[config.mk]
export PLATFORM = sky130hd
export DESIGN_NAME = length_checksum_frame_receiver
export DESIGN_NICKNAME = d
export VERILOG_FILES = /design/src/hdl/lcfr_pkg.sv /design/src/hdl/length_checksum_frame_receiver.sv
export SDC_FILE = /design/constraint.sdc
export NUM_CORES = 1
export LEC_CHECK = 0
export BUFFER_PORTS_ARGS = -buffer_cell sky130_fd_sc_hd__buf_4
export CORE_ASPECT_RATIO = 0.5
export CORE_UTILIZATION = 52
export CTS_CLUSTER_SIZE = 10
export DETAILED_ROUTE_END_ITERATION = 12
export PLACE_DENSITY = 0.76
export SLEW_MARGIN = 5
export SYNTH_ARGS = -nofsm -noshare
export SYNTH_HDL_FRONTEND = slang
export SYNTH_SLANG_ARGS = --single-unit
[constraint.sdc]
create_clock -name clk -period 2.45 [get_ports clk]
set_clock_uncertainty 0.1 [all_clocks]
set_input_delay 0.1225 -clock clk [delete_from_list [all_inputs] [get_ports clk]]
set_output_delay 0.1225 -clock clk [all_outputs]
set_load 0.01 [all_outputs]
[src/hdl/lcfr_pkg.sv]
// Package for the length/checksum frame receiver.
// Holds the receive phase type, byte kind codes, the header reset value and the minimum length.
// No dependencies.
`default_nettype none

package lcfr_pkg;

  typedef enum logic [1:0] {
    PH_IDLE = 2'd0,
    PH_LEN  = 2'd1,
    PH_RECV = 2'd2
  } rx_phase_t;

  typedef enum logic [2:0] {
    KIND_IGNORED = 3'd0,
    KIND_HEADER  = 3'd1,
    KIND_LENGTH  = 3'd2,
    KIND_BODY    = 3'd3,
    KIND_CHECK   = 3'd4
  } byte_kind_t;

  localparam logic [7:0] HEADER_RESET = 8'hAA;
  localparam logic [7:0] MIN_LENGTH   = 8'd2;

endpackage

`default_nettype wire

[src/hdl/length_checksum_frame_receiver.sv]
// An accepted byte goes through the input register, then the output register.
// Throughput: one byte per cycle unless in_stall; an input and an output register part
// the two channels, so a new byte is taken while a finished word waits to be taken.
// Reset (rst, synchronous, active high) empties both registers, sets header_byte to 0xAA
// and leaves the receiver waiting for a length byte with count, length and sum cleared.
// Frame receiver top level: parses header/length/body/checksum bytes.
// Depends on lcfr_pkg.
`default_nettype none

module length_checksum_frame_receiver
  import lcfr_pkg::*;
(
  input  wire logic       clk,
  input  wire logic       rst,
  // byte input channel
  input  wire logic       in_valid,
  output logic            in_stall,
  input  wire logic [7:0] rx_byte,
  // result channel
  output logic            out_valid,
  input  wire logic       out_stall,
  output logic [7:0]      byte_out,
  output logic [7:0]      frame_position,
  output logic [2:0]      byte_kind,
  output logic            frame_done,
  output logic            frame_good,
  output logic            length_error,
  // header byte register write
  input  wire logic       cfg_valid,
  output logic            cfg_ready,
  input  wire logic [7:0] cfg_data
);

  logic       [7:0] header_byte;
  logic             in_reg_valid;
  logic       [7:0] in_reg_byte;
  logic             advance;
  logic             in_take;

  rx_phase_t        rx_phase, rx_phase_next;
  logic       [7:0] byte_count, byte_count_next;
  logic       [7:0] frame_length, frame_length_next;
  logic       [7:0] running_sum, running_sum_next;

  logic       [7:0] pos_next;
  byte_kind_t       kind_next;
  logic             done_next;
  logic             good_next;
  logic             lerr_next;
  logic             is_hdr;
  logic       [7:0] count_inc;
  logic       [7:0] sum_b;

  // Handshakes: output register drains or is empty, input register moves forward
  assign cfg_ready = 1'b1;
  assign advance   = !out_valid || !out_stall;
  assign in_stall  = in_reg_valid && !advance;
  assign in_take   = in_valid && !in_stall;

  // Header byte register
  always_ff @(posedge clk) begin
    if (rst) begin
      header_byte <= HEADER_RESET;
    end else if (cfg_valid && cfg_ready) begin
      header_byte <= cfg_data;
    end
  end

  // Input register: hold word until it moves to the output stage
  always_ff @(posedge clk) begin
    if (rst) begin
      in_reg_valid <= 1'b0;
    end else if (in_take) begin
      in_reg_valid <= 1'b1;
    end else if (advance) begin
      in_reg_valid <= 1'b0;
    end
  end

  always_ff @(posedge clk) begin
    if (in_take) begin
      in_reg_byte <= rx_byte;
    end
  end

  // Receive state registers, updated when a word enters the output register
  always_ff @(posedge clk) begin
    if (rst) begin
      rx_phase     <= PH_LEN;
      byte_count   <= '0;
      frame_length <= '0;
      running_sum  <= '0;
    end else if (in_reg_valid && advance) begin
      rx_phase     <= rx_phase_next;
      byte_count   <= byte_count_next;
      frame_length <= frame_length_next;
      running_sum  <= running_sum_next;
    end
  end

  // Next state and result fields for the word in the input register
  always_comb begin
    is_hdr            = (in_reg_byte == header_byte);
    count_inc         = byte_count + 8'd1;
    sum_b             = running_sum + in_reg_byte;
    rx_phase_next     = rx_phase;
    byte_count_next   = byte_count;
    frame_length_next = frame_length;
    running_sum_next  = running_sum;
    pos_next          = '0;
    kind_next         = KIND_IGNORED;
    done_next         = 1'b0;
    good_next         = 1'b0;
    lerr_next         = 1'b0;

    unique case (rx_phase)
      PH_LEN: begin
        pos_next  = 8'd1;
        kind_next = KIND_LENGTH;
        if (in_reg_byte < MIN_LENGTH) begin
          // reject short length and go idle
          done_next         = 1'b1;
          lerr_next         = 1'b1;
          rx_phase_next     = PH_IDLE;
          byte_count_next   = '0;
          frame_length_next = '0;
          running_sum_next  = '0;
        end else begin
          frame_length_next = in_reg_byte;
          byte_count_next   = 8'd1;
          running_sum_next  = in_reg_byte;
          rx_phase_next     = PH_RECV;
        end
      end
      PH_RECV: begin
        pos_next        = count_inc;
        byte_count_next = count_inc;
        if (count_inc == frame_length) begin
          // checksum byte closes the frame
          kind_next         = KIND_CHECK;
          done_next         = 1'b1;
          good_next         = (sum_b == 8'd0);
          rx_phase_next     = PH_IDLE;
          byte_count_next   = '0;
          frame_length_next = '0;
          running_sum_next  = '0;
        end else begin
          kind_next        = KIND_BODY;
          running_sum_next = sum_b;
        end
      end
      default: begin
        rx_phase_next = PH_IDLE;
        kind_next     = is_hdr ? KIND_HEADER : KIND_IGNORED;
      end
    endcase

    // A header byte aborts an open frame and restarts reception
    if (is_hdr) begin
      if (rx_phase_next == PH_RECV) begin
        done_next = 1'b1;
        good_next = 1'b0;
      end
      rx_phase_next     = PH_LEN;
      byte_count_next   = '0;
      frame_length_next = '0;
      running_sum_next  = '0;
    end
  end

  // Output register
  always_ff @(posedge clk) begin
    if (rst) begin
      out_valid <= 1'b0;
    end else if (advance) begin
      out_valid <= in_reg_valid;
    end
  end

  always_ff @(posedge clk) begin
    if (advance && in_reg_valid) begin
      byte_out       <= in_reg_byte;
      frame_position <= pos_next;
      byte_kind      <= kind_next;
      frame_done     <= done_next;
      frame_good     <= good_next;
      length_error   <= lerr_next;
    end
  end

endmodule

`default_nettype wire

; ---- After elaboration in Yosys (flattened, before gate mapping)
; Cells that the tools add are included.
; W data, S select, Z words.
[word_totals]
output_inout_bits = 25
ff_bits = 66
[classes]
n_reduce_logical = 13
mux = 30
magnitude_cmp = 1
add_sub_neg = 2
eq_ne = 6
[op_table]
columns = operator, n
row1 = $pmux W8 S2, 4
row2 = $mux W8, 7
row3 = $eq A8 B8 Y1, 2
row4 = $mux W1, 12
row5 = $add A8 B1 Y8 const B, 1
row6 = $add A8 B8 Y8, 1
row7 = $logic_not A8 Y1, 1
row8 = $lt A8 B2 Y1 const B, 1
row9 = $mux W2, 3
row10 = $pmux W3 S2, 1
row11 = $eq A2 B2 Y1 const B, 2
row12 = $logic_not A1 Y1, 4
row13 = $pmux W2 S2, 1
row14 = $logic_and A1 B1 Y1, 3
row15 = $mux W3, 1
row16 = $ne A3 B3 Y1 const B, 1
row17 = $reduce_and A3 Y1, 1
row18 = $reduce_bool A3 Y1, 1
row19 = $eq A2 B1 Y1 const B, 1
row20 = $pmux W1 S2, 1
row21 = $reduce_and A2 Y1, 1
row22 = $reduce_bool A2 Y1, 1
row23 = $logic_or A1 B1 Y1, 1

; ---- Depth between registers and ports, before layout
; Gate-level depths: netlist (run 1).
[depth]
ltp_word = 7
mapped_depth = 10
ltp_nobuf = 9

; ---- Least setup slack after synthesis (run 1)
; Ideal clock, no wire load.
[synth_path]
kind = reg2reg
from = register byte_count[0]
to = register running_sum[7]
n_path_buf = 0
path_stages_with_launch = 9
t_arrival_ns = 2.177
setup_slack_ns = 0.052
cell_sequence = dfxtp_1 ha_1 nand3_1 or3_1 and3_4 nor4_4 a21o_2 nor4_4 a221o_1
[synth_via]
elab_chain_cells = 5
[synth_lines]
columns = item, line_no
row1 = "start, declared", length_checksum_frame_receiver.sv:41  ; logic [7:0] byte_count, byte_count_next;
row2 = "start signal, assigned", length_checksum_frame_receiver.sv:95  ; byte_count <= byte_count_next;
row3 = $add A8 B1 Y8, length_checksum_frame_receiver.sv:104  ; count_inc = byte_count + 8'd1;
row4 = $eq A8 B8 Y1, length_checksum_frame_receiver.sv:138  ; if (count_inc == frame_length) begin
row5 = $mux W8, length_checksum_frame_receiver.sv:138
row6 = $pmux W8 S2, length_checksum_frame_receiver.sv:116  ; unique case (rx_phase)
row7 = $mux W8, length_checksum_frame_receiver.sv:159  ; if (is_hdr) begin
row8 = "end signal, assigned", length_checksum_frame_receiver.sv:97  ; running_sum <= running_sum_next;
row9 = "end, declared", length_checksum_frame_receiver.sv:43  ; logic [7:0] running_sum, running_sum_next;
; Every way passes these cells.
; A chain may end at the register's enable or synchronous reset.

; ---- Worst setup path after layout (run 1)
[layout_path]
from = register frame_length[2]
to = register byte_count[6]
[layout_via]
elab_chain_cells = 4
[layout_lines]
columns = item, line_no
row1 = "start, declared", length_checksum_frame_receiver.sv:42  ; logic [7:0] frame_length, frame_length_next;
row2 = "start signal, assigned", length_checksum_frame_receiver.sv:96  ; frame_length <= frame_length_next;
row3 = $eq A8 B8 Y1, length_checksum_frame_receiver.sv:138
row4 = $mux W8, length_checksum_frame_receiver.sv:138
row5 = $pmux W8 S2, length_checksum_frame_receiver.sv:116
row6 = $mux W8, length_checksum_frame_receiver.sv:159
; Every way passes these cells.

==> results of run 1 <==
critical path: stages, from the launching register on:
cell and delay (ns):
dfxtp_2 0.33, xor3_1 0.44, a221oi_2 0.20, nand4b_1 0.18, nor4_4 0.34, a211oi_2 0.11, buf_4 0.17, a21o_1 0.16
a32o_1 0.24
sequential cells by signal (all words and copies together) (netlist names):
signal / count
frame_length: 8
byte_out: 8
byte_count: 8
in_reg_valid: 1
in_reg_byte: 8
length_error: 1
byte_kind: 3
rx_phase: 2
header_byte: 8
frame_good: 1
running_sum: 8
out_valid: 1
frame_done: 1
frame_position: 8
per-stage QoR:
stage                     instances  TNS (ns)  hold WS, ns  worst slack, ns  area (sq um)
after floorplan                 325         0        0.121           0.0516          3330
after global placement          469         0        0.201           0.0114          3910
after detailed placement        469   -0.0501        0.202          -0.0320          3910
after CTS                       503         0       0.0304           0.0197          4370
after global routing            504    -0.162       0.0475          -0.0383          4470
final                           504         0       0.0420           0.0765          4470
power by group through the flow:
| stage | Sequential [mW] | Clock, mW | Combinational (mW) |
|---|---|---|---|
| 2_1_floorplan | 1.28 | 0 | 0.204 |
| 3_3_place_gp | 1.27 | 0 | 0.332 |
| 3_5_place_dp | 1.27 | 0 | 0.340 |
| 4_1_cts | 1.25 | 1.17 | 0.366 |
| 5_1_grt | 1.26 | 1.22 | 0.413 |
| 6_report | 1.25 | 1.15 | 0.379 |
cells by family (layout without fill, tap and decap cells):
kind of cell	count (synthesis)	in the layout
compound gates	77	77
xor+xnor	23	23
fa+ha+maj	11	11
buf+inv	30	121
flops	66	66
mux	8	8
other cells	1	1
simple gates	109	109
Yosys cell counts, types with 6 or more instances:
| cell | instances |
|---|---|
| a21o_1 | 8 |
| a21oi_1 | 24 |
| clkbuf_1 | 6 |
| dfxtp_1 | 36 |
| edfxtp_1 | 30 |
| ha_1 | 10 |
| inv_1 | 14 |
| mux2i_1 | 8 |
| nand2_1 | 30 |
| nand3_1 | 8 |
| nor2_1 | 22 |
| nor3_1 | 6 |
| o21ai_0 | 6 |
| o21ai_1 | 14 |
| xnor2_1 | 15 |
| xor2_1 | 7 |
worst paths after layout:
check	end	from	slack, ns
max	byte_count[6]	frame_length[2]	0.08
max reg2reg	byte_count[6]	frame_length[2]	0.08
min reg2reg	frame_length[4]	frame_length[4]	0.39
min	header_byte[1]	cfg_valid	0.04
what timing repair did:
| item | CTS | global route |
|---|---|---|
| pin swaps | 0 | 12 |
| buffers inserted | 0 | 1 |
| hold buffers | 18 | 0 |
| resized for setup | 4 | 25 |
| setup endpoints to repair | 10 | 25 |
| endpoints found under the hold margin | 18 | 0 |
per-layer routing:
layer  up-vias  wire (um)  track usage [%]
li1       1340          -                -
met1      1261       3720             35.0
met2        99       3600             41.2
met3        15        628             8.75
met4         0        138             7.79
met5         -          0                0
layout make-up:
cell class,count,area share [%]
clock buffer,12,5.52
clock inverter,4,0.420
inverter,14,1.18
multi-input combinational,229,37.3
sequential,66,36.5
tap,88,2.47
timing repair buffer,91,16.6
==> results.md, run 1 <==
- Via count: 2715
- Die span in y: 58.6 um
- Most frequent cells in the layout: buf_4 (72), nand2_1 (30), dfxtp_1 (30), edfxtp_1 (30), a21oi_1 (22)
- Nets@finish: 443
- CP Launch Type: flip-flop
- Core Region: 6130 sq um
- Main area contributors after synthesis: edfxtp_1 (27%), dfxtp_1 (22%), xnor2_1 (3.9%)
- R2R depth: 8
- Crit path time final: 2.37 ns
- Reg area: 1630 sq um
- Data required, critical path: 2.58 ns
- Antenna diode count: 0
- CP Class: flip-flop to flip-flop
- RSZ-0062 raised after global routing: true
- Synth Flop Type: dfxtp_1
- Post-DP HPWL: 5680 um
- Hold Path Depth: 3
- Final GP Congestion: 0.894
- Period utilization: 96.9%
- I/O Buffers: 44
- Peak supply drop: 532 uV
- Normalized max-slew margin: 49.6%
- Worst hold path class: input port to flip-flop
- Largest net degree at the start of global routing: 27
- Avg Vias per Cell: 5.39
- Number of fill cells: 459
- Worst-Margin Slew: 0.749 ns
- Worst Setup End Kind: flip-flop
- Async set or reset register ratio after synthesis: 0%
- Post-Synth XOR/XNOR Area: 6.50%
- Total wire length: 8090 um
- Wire per inst: 16.0 um
- I/O Pins: 46
- First-pass DRT Iterations: 4
- Combinational power share: 13.6%
- Net Sw Frac: 24.6%
- Synth area leader: edfxtp_1
- GRT Resource Usage Total: 26.3%
- Area of the multi-input gates: 1670 sq um
- CTS tree: done
- Part of the Yosys area used for sequential elements: 48.7%
- Pint: 2.10 mW
- Global-route wire length before repair: 12800 um
- Die Area: 6750 sq um
- Status: finished, final reports clean
- Synth Area in Adders: 4.36%
- Sequential power share: 45.1%
- Vias in the first global route: 2615
- Max Buffers Root-to-Sink: 2
- Final hold vios: 0
- Leakage power: 1.75 nW
- Initial core utilization: 54.3%
- Simple-gate share of the synthesized area: 17.8%
- Max cap viols: 0
- ANT nets after route: 0
- DRC: 0
- Commonest non-fill, non-tap cell in the layout: buf_4
- Syn_area_per_cell: 10.3 sq um
- Fmax: 421 MHz
- Die W: 115 um
- Initial antenna violation count: 0
- Crit-path max FO: 5
- Power, Total: 2.78 mW
- Share of the synthesized area in the top cell type: 27.0%
- Synth Area in Compound Gates: 15.9%
- CTS Root Cell: clkbuf_16
- Warnings from Yosys: 0
- Syn Nets: 357
- #FFs+latches synth: 66
- CTS buffer count: 9
- Iter 0 DRT Violations: 218
- Mux cell area share after synthesis: 2.40%
- Sink Count: 66
- Share of layout cells above drive strength 1: 29.8%
- EDFF count, synth: 30
- Pwr/cell area: 623 nW/um^2
- Clock slew at reported path FFs: 0.05 ns
- Final Setup Violations: 0
- Rows: 20
- Clk Latency, worst-skew pair: 0.34 ns
- Largest family of logic cells by synthesized area: simple AND/OR/NAND/NOR gates
- Mapped Area: 3330 sq um
- Clk pwr share: 41.2%
- GRT overflow: 0
- Synth cell types: 59
- Data arrival, critical path: 2.50 ns
- Slew Limit Fails: 0
- Post-layout util: 72.8%
- Post-Syn Instances: 325
- Switching power total: 0.684 mW
- H-Tree Depth: 3
- Area Overhead vs Synth: 34.0%
Note: power is estimated with default switching activity, not from simulation.
==> run 2, diff against run 1 <==
Settings changed: CORE_UTILIZATION 52 to 54, CTS_BUF_LIST set to sky130_fd_sc_hd__clkbuf_8, PLACE_DENSITY 0.76 to 0.79.
==> results.md, run 2 (synthesis results as in run 1) <==
- Status: finished, final reports clean
- Crit path time final: 2.38 ns
- Final Instance Area: 4510 sq um
- ANT nets after route: 0
- Power, Total: 2.66 mW
- Period utilization: 97.2%
- Sequential power share: 47.1%
- Via count: 2905
- Data required, critical path: 2.55 ns
- Final Setup Violations: 0
- Worst Setup End Kind: flip-flop
- CP bufs+invs: 0
- Cell Chain, Critical Path: or4_1 > nor4_2 > nor2_1 > nand2_1 > nand2_1 > nor3_1 > nor4b_2
- Initial antenna violation count: 0
- Most frequent cells in the layout: buf_4 (79), nand2_1 (30), edfxtp_1 (30)
- Leakage power: 1.81 nW
- CP Launch Type: flip-flop
- Layout Cells excl Fill: 501
- Clock slew at reported path FFs: 0.07 ns
- Nets@finish: 455
- Global-route wire length before repair: 13700 um
- Slew Limit Fails: 0
- Rows: 19
- CP Class: flip-flop to flip-flop
- Peak supply drop: 445 uV
- Wire per inst: 18.0 um
- Avg Vias per Cell: 5.80
- CTS tree: done
- GRT overflow: 0
- CTS Root Cell: clkbuf_8
- Largest net degree at the start of global routing: 21
- Clk pwr share: 37.7%
- Net Sw Frac: 26.1%
- Dpl cell area: 3890 sq um
- Fmax: 420 MHz
- Iter 0 DRT Violations: 263
- Slowest CP cell: or4_1
- Antenna diode count: 0
- CTS buffer count: 9
- Final GP Congestion: 0.921
- Delay of the slowest cell on the worst path: 0.57 ns
- Die W: 113 um
- Clk Latency, worst-skew pair: 0.36 ns
- H-Tree Depth: 3
- Data arrival, critical path: 2.48 ns
- Worst hold path class: input port to flip-flop
- Total wire length: 9020 um
- First-pass DRT Iterations: 5
- Die span in y: 57.5 um
- Max cap viols: 0
- GRT Resource Usage Total: 28.7%
- Commonest non-fill, non-tap cell in the layout: buf_4
- Delay-heaviest family, CP: simple AND/OR/NAND/NOR gates
- Vias in the first global route: 2738
- Sink Count: 66
- Initial core utilization: 58.4%
- Area Overhead vs Synth: 35.4%
- Pwr/cell area: 588 nW/um^2
- Hold WS: 0.00697 ns
- I/O Pins: 46
- DRC: 0
- Max Buffers Root-to-Sink: 2
- Final hold vios: 0
- R2r setup slk: 0.07 ns
- Worst-Margin Slew: 0.744 ns
- Pint: 1.96 mW
- Normalized max-slew margin: 50.3%
- Share of layout cells above drive strength 1: 31.5%
- Combinational power share: 15.1%
- Switching power total: 0.692 mW
- Crit-path max FO: 6
- Placed Cells incl. Taps: 456
- I/O Buffers: 44
- Core Region: 5710 sq um
- Post-DP HPWL: 5960 um
- Die Area: 6510 sq um
- Most frequent cell on the critical path: nand2_1
==> run 2: cell count changes in the layout (fill, tap and decap cells not counted), moves of 3 or more <==
cell	before	now
buf_4	72	79
buf_6	0	4
clkbuf_16	9	0
clkbuf_8	1	9
o21ai_2	3	0
==> run 2: power groups by stage <==
stage	Combinational, mW	Clock (mW)	Sequential [mW]
6_report	0.402	1.00	1.25
5_1_grt	0.432	1.05	1.26
4_1_cts	0.374	0.998	1.25
3_5_place_dp	0.345	0	1.27
3_3_place_gp	0.334	0	1.27
2_1_floorplan	0.204	0	1.28
==> run 2: cell type report <==
cell class / instances / area (sq um)
fill: 383 / 1190
timing repair buffer: 103 / 833
clock buffer: 9 / 124
tap: 73 / 91.3
multi-input combinational: 229 / 1690
inverter: 14 / 52.6
sequential: 66 / 1640
clock inverter: 7 / 86.3
==> run 2: stage by stage <==
step / worst slack (ns) / setup TNS, ns / util (%)
finish: 0.0681 / 0 / 79.1
global route: -0.0347 / -0.117 / 79.1
CTS: 0.00179 / 0 / 75.8
detailed placement: -0.0520 / -0.146 / 68.2
global placement: -0.00162 / -0.00348 / 68.2
floorplan: 0.0516 / 0 / -
==> run 2: path summary, 6_finish.rpt <==
check / depth (start not counted) / to / start
setup / recovery: 7 / frame_good / in_reg_byte[4]
hold / removal: 3 / header_byte[7] / cfg_valid
setup reg to reg: 7 / frame_good / in_reg_byte[4]
hold reg to reg: 2 / running_sum[6] / running_sum[6]
==> run 2: what timing repair did <==
item                                    4_1_cts  5_1_grt
gates cloned                                  0        1
gates resized for setup                       9       27
hold endpoints to repair                     26        0
pin swaps                                     3       13
hold buffers                                 19        0
buffers inserted                              0        9
endpoints found under the setup margin        8       19
==> run 2: worst register-to-register path, stage by stage, from the launching register on <==
cell and delay [ns]:
edfxtp_1 0.51, or4_1 0.57, nor4_2 0.36, nor2_1 0.08
nand2_1 0.12, nand2_1 0.06, nor3_1 0.20, nor4b_2 0.22
==> run 2: layer usage <==
metal  routed length [um]  GRT usage (%)  vias to the layer above
li1                     -              -                     1363
met1                 3710           34.3                     1376
met2                 4310           48.9                      137
met3                  755           9.03                       29
met4                  249           11.7                        0
met5                    0              0                        -
